<file path="src/rtl/lsu_pkg.sv">
package lsu_pkg;

	// field widths and default formats
	localparam int LSU_X_BITS        = 16;
	localparam int LSU_IN_FRAC_BITS  = 12;
	localparam int LSU_OUT_BITS      = 16;

	// series length and integer exponent table
	localparam int LSU_TERMS         = 16;
	localparam int LSU_EXPINT_DEPTH  = 32;
	localparam int LSU_K_BITS        = $clog2(LSU_EXPINT_DEPTH);

	// q0.31 constants: one and exp(-1) as the truncated series gives it
	localparam logic [31:0] LSU_Q31_ONE    = 32'h8000_0000;
	localparam logic [63:0] LSU_EXP_M1_Q31 = 64'd790015085;

	// dividend width of the final division
	localparam int LSU_DVD_BITS = 32 + LSU_OUT_BITS;

	// transfer to result: input stages, series, table and product, divider, fifo
	localparam int LSU_LATENCY = 2 + 2 * (LSU_TERMS - 1) + 1 + 2 + 1 + (LSU_OUT_BITS + 1) + 2;
	localparam int LSU_FIFO_DEPTH = 1 << $clog2(LSU_LATENCY + 4);

	// channel payloads
	typedef struct packed {
		logic signed [LSU_X_BITS-1:0] x_value;
		logic                         last_in;
	} lsu_in_t;

	typedef struct packed {
		logic [LSU_OUT_BITS-1:0] sigmoid_value;
		logic                    last_out;
	} lsu_out_t;

	// argument split into fraction and integer part
	typedef struct packed {
		logic [30:0]            t;
		logic [LSU_K_BITS-1:0]  k;
		logic                   big;
		logic                   positive;
		logic                   last;
	} lsu_arg_t;

	// exp of the fraction, with the integer part still attached
	typedef struct packed {
		logic [31:0]            frac;
		logic [LSU_K_BITS-1:0]  k;
		logic                   big;
		logic                   positive;
		logic                   last;
	} lsu_frac_t;

	// exp(-|x|) ready for the division
	typedef struct packed {
		logic [31:0] e;
		logic        positive;
		logic        last;
	} lsu_e_t;

	// exp(-k) in q0.31 by repeated rounded products, for table building only
	function automatic logic [31:0] lsu_exp_int_q31(input int k);
		logic [63:0] p;
		p = 64'(LSU_Q31_ONE);
		for (int i = 0; i < LSU_EXPINT_DEPTH; i++) begin
			if (i < k) begin
				p = (p * LSU_EXP_M1_Q31 + (64'd1 << 30)) >> 31;
			end
		end
		return p[31:0];
	endfunction

endpackage

</file>
<file path="src/rtl/lsu_exp_rom.sv">
module lsu_exp_rom import lsu_pkg::*; (
	input  logic                  clk,
	input  logic [LSU_K_BITS-1:0] k,
	input  logic                  big,
	output logic [31:0]           value
);

	logic [31:0] rom [LSU_EXPINT_DEPTH];
	logic [31:0] value_q;

	// table contents fixed at elaboration
	for (genvar g = 0; g < LSU_EXPINT_DEPTH; g++) begin : g_rom
		assign rom[g] = lsu_exp_int_q31(g);
	end

	// registered read, large integer parts give zero
	always_ff @(posedge clk) begin
		value_q <= big ? '0 : rom[k];
	end

	assign value = value_q;

endmodule

</file>
<file path="config.mk">
export PLATFORM = sky130hd
export DESIGN_NAME = lsu_exp_rom
export DESIGN_NICKNAME = d
export VERILOG_FILES = /design/src/rtl/lsu_pkg.sv /design/src/rtl/lsu_exp_rom.sv
export SDC_FILE = /design/constraint.sdc
export NUM_CORES = 1
export LEC_CHECK = 0
export ABC_AREA = 0
export BUFFER_PORTS_ARGS = -buffer_cell sky130_fd_sc_hd__buf_2
export CORE_AREA = 2 2 59 61
export CTS_CLUSTER_DIAMETER = 120
export DETAILED_ROUTE_END_ITERATION = 12
export DIE_AREA = 0 0 61 63
export GPL_ROUTABILITY_DRIVEN = 0
export PLACE_DENSITY = 0.78
export SLEW_MARGIN = 10
export SYNTH_ARGS = -nofsm -noshare
export SYNTH_HDL_FRONTEND = slang
export SYNTH_SLANG_ARGS = --single-unit
</file>
<file path="constraint.sdc">
create_clock -name clk -period 3.6 [get_ports clk]
set_input_delay 0.18 -clock clk [delete_from_list [all_inputs] [get_ports clk]]
set_output_delay 0.18 -clock clk [all_outputs]
set_load 0.05 [all_outputs]
</file>
==> results by group <==
Run status
  – Status: finished clean

Power
  – Worst VDD drop: 0.0001539 V
  – Tot Pwr: 0.6824 mW
  – PD cells: 431.8 nW/um^2
  – P_leak: 0.7454 nW

STA
  – Setup violations, final: 0
  – Max Fclk: 0.6600 GHz
  – Final slew viol count: 0
  – Worst Tran Pin Value: 0.6602 ns
  – Final Hold Fails: 0
  – RSZ-0062 raised after global routing: no
  – Setup_tns: 0 ns
  – Fin crit period: 1.515 ns
  – Fin crit share: 42.09%
  – Rel. slew slack: 55.83%

Clock network
  – Post-CTS Setup Bufs: 0
  – Num CTS Buffers: 5
  – Post-CTS Hold Fix Bufs: 0
  – Clock sinks: 29
  – CTS max path bufs: 2
  – CTS tree: done
  – Clock root cell: clkbuf_4
  – Post-CTS sizing: 0
  – Clock slew at reported path FFs: 0.09 ns
  – H-tree Lvls: 2

Route
  – Via-per-instance ratio: 5.131
  – Top Layer Used: met4
  – Pre-antenna DRT Iters: 4
  – Via count: 1175
  – WL met3: 187 um
  – Length of routed met2 wiring: 1.416 mm
  – DRC Markers: 0
  – Final WL: 2.981 mm
  – WL/cell: 13.02 um
  – Starting DRC count in detailed routing: 40
  – Routed Antenna Nets: 0
  – Met1 Wirelength: 1.291 mm

Hold path
  – Cells on Worst Hold Path: 2
  – Hold path start: big
  – Worst hold path class: input port to flip-flop
  – Min-Delay Endpoint: value[0]

GRT
  – Pin count of the biggest net entering global routing: 40
  – First-pass GRT wire length: 4.988 mm
  – Vias in the first global route: 1078
  – Tot GR Track Use: 17.60%
  – Initial antenna violation count: 0
  – Global route total overflow: 0

Critical path
  – Crit-path cells: buf_2 -> inv_1 -> ha_1 -> a21boi_0 -> nand3b_1 -> a221oi_1
  – Worst Path Required: 3.85 ns
  – CP Max Fanout: 14
  – CP max-delay cell: ha_1
  – Slowest cell delay on critical path: 0.38 ns
  – Worst Path Arrival: 1.76 ns
  – Crit start category: input port
  – Crit Path Class: input port to flip-flop
  – CP bufs+invs: 2
  – Delay-heaviest family, CP: compound AO/OA/AOI/OAI gates
  – Worst Setup End Kind: flip-flop

Logic synthesis
  – Top_reg_cell synth: dfxtp_1
  – Post-Syn Area: 1373 um^2
  – Post-synth cell types: 41
  – Register area share after synthesis: 42.30%
  – Yosys top cell area share: 42.30%
  – Mapped Cells: 154
  – Synth area leaders: dfxtp_1 42%, ha_1 7.3%, nand2b_1 4.1%
  – Synth Register Bits: 29
  – Synth Warn #: 0
  – Largest area contributor in the netlist: dfxtp_1
  – Post-synth EDFFs: 0
  – Ys async rst share: 0%
  – Avg Inst Size Synth: 8.913 um^2

Layout
  – Layout cell share with drive strength beyond 1: 24.04%
  – Max reg flops: 29
  – Diodes inserted: 0
  – Register area: 580.6 um^2
  – Syn-to-layout area delta: 15.13%
  – Multi-input logic area: 691.9 um^2
  – Nets: 198
  – Fillcell total: 320

Die
  – # rows: 21
  – Initial Util: 42.47%
  – Core Footprint: 3232 um^2
  – Die width: 61 um
  – Die H: 63 um
  – Area of the die: 3843 um^2
  – Ports: 39

Placed design
  – Port bufs: 36
  – DP Wirelength: 2.057 mm

Job
  – Max_cap viols: 0
## cell usage in the layout, fill, tap and decap left out, types with 2 or more instances in the layout
master | synthesis | routed
inv_1 | 4 | 4
o21a_1 | 2 | 2
nand3_1 | 4 | 4
ha_1 | 8 | 8
nand2_1 | 7 | 7
nor2_1 | 14 | 14
a31oi_1 | 2 | 2
a211oi_1 | 4 | 4
o21ai_0 | 8 | 8
a21oi_1 | 8 | 8
a21boi_0 | 2 | 2
clkbuf_4 | 0 | 5
or3_1 | 2 | 2
nand2b_1 | 9 | 9
conb_1 | 1 | 2
nor2b_1 | 4 | 4
mux2i_1 | 2 | 2
nor3b_1 | 4 | 4
dfxtp_1 | 29 | 29
o31ai_1 | 2 | 2
buf_2 | 5 | 36
nor3_1 | 2 | 2
and3_1 | 4 | 4
a221oi_1 | 2 | 2
## layout make-up
type	count	area share, %
Multi-Input combinational cell	107	43.78
Sequential cell	29	36.74
Timing Repair Buffer	36	11.40
Tap cell	46	3.642
Clock buffer	7	3.484
Inverter	4	0.9501
## where the power goes
part	switching, mW	total, mW	internal, mW
Combinational	0.110	0.148	0.0376
Clock	0.106	0.197	0.0919
Sequential	0.00273	0.337	0.335
Total	0.218	0.682	0.464
## synth_stat cells (3+ instances only)
master	count
and3_1	4
a21oi_1	8
a211oi_1	4
nor2b_1	4
buf_2	5
buf_4	3
nand2_1	7
nand3_1	4
nand2b_1	9
nor2_1	14
inv_1	4
o21ai_0	8
dfxtp_1	29
ha_1	8
nor3b_1	4
clkbuf_1	5
## metal layers
layer	track usage (%)	vias up
met5	0	-
met4	10.05	0
met3	7.039	9
met2	25.27	49
met1	21.71	518
li1	-	599
## how the worst max path moves through the flow
stage / slack, ns / to / startpoint / cells past startpoint
after global placement: 1.92 / value[0] / k[0] / 6
after floorplan: 2.13 / value[0] / k[0] / 6
after detailed placement: 1.81 / value[0] / k[0] / 6
after global routing: 1.98 / value[0] / k[0] / 6
final: 2.08 / value[0] / k[0] / 6
after CTS: 2.12 / value[0] / k[0] / 6
## cell families after synthesis
logic type	Yosys count	synth area share, %
flip-flops	29	42.30
AO/OA/AOI/OAI	42	20.88
other	1	0.2732
buffers and inverters	19	7.565
AND/OR/NAND/NOR	53	20.24
adder cells (fa/ha/maj)	8	7.293
multiplexers	2	1.459
## metrics by stage
| stage | instances | setup WS (ns) | hold slack, ns | instance area [um^2] | utilization (%) |
|---|---|---|---|---|---|
| after floorplan | 155 | 2.133 | 0.4115 | 1376 | - |
| after global placement | 222 | 1.922 | 0.4853 | 1525 | 47.19 |
| after detailed placement | 222 | 1.811 | 0.4867 | 1525 | 47.19 |
| after CTS | 229 | 2.123 | 0.1265 | 1580 | 48.90 |
| after global routing | 229 | 1.979 | 0.1454 | 1580 | 48.90 |
| final | 229 | 2.085 | 0.1419 | 1580 | 48.90 |
Note: power is estimated with default switching activity, not from simulation.
