[src/rtl/lsu_pkg.sv]
package lsu_pkg;

	// field widths and default formats
	localparam int LSU_X_BITS        = 16;
	localparam int LSU_IN_FRAC_BITS  = 12;
	localparam int LSU_OUT_BITS      = 16;

	// series length and integer exponent table
	localparam int LSU_TERMS         = 16;
	localparam int LSU_EXPINT_DEPTH  = 32;
	localparam int LSU_K_BITS        = $clog2(LSU_EXPINT_DEPTH);

	// q0.31 constants: one and exp(-1) as the truncated series gives it
	localparam logic [31:0] LSU_Q31_ONE    = 32'h8000_0000;
	localparam logic [63:0] LSU_EXP_M1_Q31 = 64'd790015085;

	// dividend width of the final division
	localparam int LSU_DVD_BITS = 32 + LSU_OUT_BITS;

	// transfer to result: input stages, series, table and product, divider, fifo
	localparam int LSU_LATENCY = 2 + 2 * (LSU_TERMS - 1) + 1 + 2 + 1 + (LSU_OUT_BITS + 1) + 2;
	localparam int LSU_FIFO_DEPTH = 1 << $clog2(LSU_LATENCY + 4);

	// channel payloads
	typedef struct packed {
		logic signed [LSU_X_BITS-1:0] x_value;
		logic                         last_in;
	} lsu_in_t;

	typedef struct packed {
		logic [LSU_OUT_BITS-1:0] sigmoid_value;
		logic                    last_out;
	} lsu_out_t;

	// argument split into fraction and integer part
	typedef struct packed {
		logic [30:0]            t;
		logic [LSU_K_BITS-1:0]  k;
		logic                   big;
		logic                   positive;
		logic                   last;
	} lsu_arg_t;

	// exp of the fraction, with the integer part still attached
	typedef struct packed {
		logic [31:0]            frac;
		logic [LSU_K_BITS-1:0]  k;
		logic                   big;
		logic                   positive;
		logic                   last;
	} lsu_frac_t;

	// exp(-|x|) ready for the division
	typedef struct packed {
		logic [31:0] e;
		logic        positive;
		logic        last;
	} lsu_e_t;

	// exp(-k) in q0.31 by repeated rounded products, for table building only
	function automatic logic [31:0] lsu_exp_int_q31(input int k);
		logic [63:0] p;
		p = 64'(LSU_Q31_ONE);
		for (int i = 0; i < LSU_EXPINT_DEPTH; i++) begin
			if (i < k) begin
				p = (p * LSU_EXP_M1_Q31 + (64'd1 << 30)) >> 31;
			end
		end
		return p[31:0];
	endfunction

endpackage

[src/rtl/lsu_recip_div.sv]
module lsu_recip_div import lsu_pkg::*; (
	input  logic     clk,
	input  logic     arst_n,
	input  logic     e_valid,
	input  lsu_e_t   e_in,
	output logic     q_valid,
	output lsu_out_t q
);

	localparam int QB = LSU_OUT_BITS + 1;
	localparam int DW = LSU_DVD_BITS;

	typedef struct packed {
		logic [32:0]   rem;
		logic [32:0]   den;
		logic [DW-1:0] dvd;
		logic [QB-1:0] quo;
		logic          last;
	} dstep_t;

	// denominator one plus e, numerator by sign, half the denominator for rounding
	logic [32:0]   den;
	logic [DW-1:0] num;
	logic [DW-1:0] dvd;
	dstep_t        prep_s1;
	logic          prep_v_s1;

	assign den = 33'(LSU_Q31_ONE) + 33'(e_in.e);
	assign num = e_in.positive ? (DW'(1) << (31 + LSU_OUT_BITS))
	                           : (DW'(e_in.e) << LSU_OUT_BITS);
	assign dvd = num + DW'(den >> 1);

	always_ff @(posedge clk) begin
		prep_s1.rem  <= 33'(dvd >> QB);
		prep_s1.den  <= den;
		prep_s1.dvd  <= dvd;
		prep_s1.quo  <= '0;
		prep_s1.last <= e_in.last;
	end

	always_ff @(posedge clk or negedge arst_n) begin
		if (!arst_n) begin
			prep_v_s1 <= 1'b0;
		end else begin
			prep_v_s1 <= e_valid;
		end
	end

	dstep_t link   [0:QB];
	logic   link_v [0:QB];

	assign link[0]   = prep_s1;
	assign link_v[0] = prep_v_s1;

	// restoring division, one quotient bit per stage
	for (genvar j = 0; j < QB; j++) begin : g_bit
		localparam int BIT = QB - 1 - j;

		logic [33:0] r2;
		logic [33:0] diff;
		logic        ge;
		dstep_t      step_d;
		dstep_t      step_s1;
		logic        step_v_s1;

		assign r2   = {link[j].rem, link[j].dvd[BIT]};
		assign diff = r2 - {1'b0, link[j].den};
		assign ge   = (r2 >= {1'b0, link[j].den});

		// new remainder and quotient bit into the stage register
		always_comb begin
			step_d     = link[j];
			step_d.rem = ge ? diff[32:0] : r2[32:0];
			step_d.quo = {link[j].quo[QB-2:0], ge};
		end

		always_ff @(posedge clk) begin
			step_s1 <= step_d;
		end

		always_ff @(posedge clk or negedge arst_n) begin
			if (!arst_n) begin
				step_v_s1 <= 1'b0;
			end else begin
				step_v_s1 <= link_v[j];
			end
		end

		assign link[j+1]   = step_s1;
		assign link_v[j+1] = step_v_s1;
	end

	// a quotient of exactly one saturates
	assign q.sigmoid_value = link[QB].quo[QB-1] ? '1 : link[QB].quo[QB-2:0];
	assign q.last_out      = link[QB].last;
	assign q_valid         = link_v[QB];

endmodule

[config.mk]
export PLATFORM = sky130hd
export DESIGN_NAME = lsu_recip_div
export DESIGN_NICKNAME = d
export VERILOG_FILES = /design/src/rtl/lsu_pkg.sv /design/src/rtl/lsu_recip_div.sv
export SDC_FILE = /design/constraint.sdc
export NUM_CORES = 2
export LEC_CHECK = 0
export BUFFER_PORTS_ARGS = -buffer_cell sky130_fd_sc_hd__buf_4
export CAP_MARGIN = 20
export CORE_ASPECT_RATIO = 1.5
export CORE_MARGIN = 2
export CORE_UTILIZATION = 58
export CTS_CLUSTER_SIZE = 12
export DETAILED_ROUTE_END_ITERATION = 12
export PLACE_DENSITY = 0.74
export SLEW_MARGIN = 20
export SYNTH_ARGS = -nofsm -noshare
export SYNTH_HDL_FRONTEND = slang
export SYNTH_SLANG_ARGS = --single-unit
[constraint.sdc]
create_clock -name clk -period 5.2 [get_ports clk]
set_input_delay 0.52 -clock clk [delete_from_list [all_inputs] [get_ports clk]]
set_output_delay 0.52 -clock clk [all_outputs]
set_load 0.02 [all_outputs]
==> reports/qor.csv <==
stage;metric;value;unit
final_layout;layout cells sized above 1;8.13;%
grt;GRT overflow;0;
grt;largest net degree at the start of global routing;63;
synth;ys async rst share;1.37;%
timing;final setup fails;0;
timing;RSZ-0062 raised after global routing;false;
synth;cell count after synthesis;6639;
timing;Tcrit/Tclk final;90.0;%
die;I/O pin count;55;
cts;total setup buffers inserted after CTS;0;
grt;vias in the first global route;48758;
setup_path;WP data required;5.84;ns
placed_design;Placer Congestion;0.937;
power;Total Power;0.0476;W
placed_design;# port buffers;54;
timing;Final Hold Viols;0;
cts;Inserted Clock Buffers;135;
cts;Max clock buf depth;3;
drt;post-DR vias/cell;5.60;
placed_design;pre-CTS setup slack;0.464;ns
synth;Synth Register Bits;1310;
placed_design;post-detail-place hpwl;116000;um
synth;sequential fraction of the synthesis area;42.8;%
synth;synthesized area;61500;sq um
die;die width;270;um
timing;highest clock rate;0.214;GHz
die;Die Area;109000;sq um
drt;final WL;146000;um
timing;min Tclk post-route;4.68;ns
cts;Clock Sinks;1310;
final_layout;area of the multi-input gates;32100;sq um
drt;via count;46232;
min_path;HP Class;in -> reg;
synth;Post-synth top flop;dfxtp_1;
die;Starting Density;58.4;%
synth;Synth area leaders;dfxtp_1 42%, ha_1 12%, a21oi_1 5.1%;
timing;max_slew headroom;29.4;%
die;die height;403;um
cts;H-tree levels;4;
setup_path;Startpoint Class;flip-flop;
drt;DR DRC count;0;
setup_path;Critical Path Sink Type;flip-flop;
setup_path;WP data arrival;5.32;ns
cts;Clock transition at path regs;0.06;ns
die;row cnt;146;
final_layout;area grow syn2layout;10.9;%
synth;list of most frequent post-synthesis cells;1292 x dfxtp_1, 710 x inv_1, 627 x a21oi_1;
power;IR drop worst, VDD;593;uV
timing;final setup TNS;0;ns
setup_path;Crit Path Max Fanout;29;
final_layout;fill count;8503;
cts;root buf cell;clkbuf_16;
synth;Post-synth EDFFs;0;
cts;# hold bufs at CTS;35;
power;Leak Pwr;32.0;nW
cts;Clock Latency Late Sink;0.76;ns
drt;Wirelength per Cell;17.7;um
grt;initial antenna violation count;1;
synth;cell taking the most area after synthesis;dfxtp_1;
flow_run;maxcap violations;0;
cts;CTS tree;done;
final_layout;Final nets;7404;
synth;most common cell in the netlist;dfxtp_1;
synth;post-synth net total;7269;
synth;Distinct cells, synth;83;
timing;max-slew violations;0;
timing;final worst-path setup slack;0.520;ns
final_layout;fin util;64.7;%
synth;Synth warnings;0;
synth;Syn Area/Cell;9.27;sq um
final_layout;Register Area;26300;sq um
die;Core Region;105000;sq um
grt;GR Util All Layers;26.7;%
setup_path;CP Class;reg -> reg;
grt;first-pass GRT wire length;232000;um
power;P per Cell Area;697;nW/um^2
synth;share of Yosys cell area claimed by the top area cell type;42.0;%
drt;antenna-violating nets left;0;
drt;DRT Pass-1 Iters;5;
cts;Resized cells post-CTS;0;
drt;DRT iter0 DRCs;2357;
run_status;outcome;finished, final reports clean;
timing;Worst Tran Pin Value;1.05;ns
timing;clock skew;0.0151;ns
## layer usage
layer | up-vias | wire length (um) | global-route usage [%]
li1 | 23227 | - | -
met1 | 21535 | 43100 | 19.1
met3 | 553 | 3340 | 3.37
met5 | - | 0 | 0
met2 | 917 | 85800 | 57.5
met4 | 0 | 14100 | 23.3
## final cells by class
type,instances,area share [%]
multi-input combinational,4479,47.1
sequential,1310,38.6
clock buffer,186,5.53
inverter,710,3.91
tap,1406,2.58
timing repair buffer,138,1.86
clock inverter,25,0.453
antenna,2,0.00734
## path summary, 6_finish.rpt
kind,startpoint,slack (ns),depth (start not counted),to
setup / recovery,g_bit[10].step_s1[72]$_DFF_P_,0.52,16,g_bit[11].step_s1[125]$_DFF_P_
hold / removal,e_in[1],0.12,2,g_bit[0].r2[27]$_DFF_P_
setup reg to reg,g_bit[10].step_s1[72]$_DFF_P_,0.52,16,g_bit[11].step_s1[125]$_DFF_P_
hold reg to reg,g_bit[13].step_s1[6]$_DFF_P_,0.31,0,g_bit[14].step_s1[7]$_DFF_P_
max in group asynchronous,arst_n,4.84,2,g_bit[14].step_v_s1$_DFF_PN0_
min in group asynchronous,arst_n,0.17,2,g_bit[9].step_v_s1$_DFF_PN0_
## through the flow
step | std cells | hold slack (ns) | cell area, sq um
floorplan | 6639 | 0.224 | 61500
global placement | 8007 | 0.310 | 63700
detailed placement | 8007 | 0.312 | 63700
CTS | 8253 | 0.0782 | 68200
global route | 8256 | 0.104 | 68200
finish | 8256 | 0.116 | 68200
## report_power, final
| part | switching, W | total [W] | internal, W | leakage [nW] |
|---|---|---|---|---|
| clock network | 0.00389 | 0.00901 | 0.00512 | 2.00 |
| logic | 0.0131 | 0.0239 | 0.0108 | 18.9 |
| registers | 0.00149 | 0.0147 | 0.0132 | 11.1 |
| total | 0.0185 | 0.0476 | 0.0291 | 32.0 |
## kinds of logic (layout without fill, tap and decap cells)
kind of cell / after synthesis / in the layout / share of synthesized area, %
AOI/OAI and AO/OA: 1797 / 1797 / 18.1
adders and majority gates: 593 / 593 / 12.3
muxes: 206 / 206 / 3.92
other: 0 / 2 / 0
DFF: 1310 / 1310 / 42.8
xor gates and xnor gates: 481 / 481 / 6.85
buffers and inverters: 850 / 1059 / 5.28
and+or+nand+nor: 1402 / 1402 / 10.8
## flip-flops by register name (all words and copies together) (netlist names)
signal	count
g_bit.r2	65
g_bit.step_d	78
g_bit.step_s1	1148
g_bit.step_v_s1	16
prep_v_s1	1
q	1
q_valid	1
## worst max-delay path: stages (launching register included)
cell	delay [ns]
dfxtp_1	0.31
inv_1	0.10
ha_1	0.17
inv_1	0.05
fa_1	0.41
a21o_1	0.20
a21o_1	0.21
a2111oi_0	0.50
buf_4	0.21
o21ai_1	0.16
a21oi_1	0.30
o21ai_1	0.19
a311oi_1	0.67
o31a_2	0.31
buf_4	0.33
inv_1	0.14
mux2_2	0.29
## placed cells by master, fill, tap and decap left out, drive strengths merged, types with 39 or more instances in the layout
cell type and count:
buf 103, o21ai 401, ha 576, o21bai 91
dfxtp 1292, nor3 63, o21a 61, nand2 395
xnor2 303, nor2b 82, a31oi 39, nor2 411
a21oi 627, inv 715, nand4 91, a21o 290
nand2b 87, a211oi 41, mux2 196, and3 42
xor2 178, nand3 101, clkbuf 186
No activity file was read; power rests on OpenSTA's default activity.
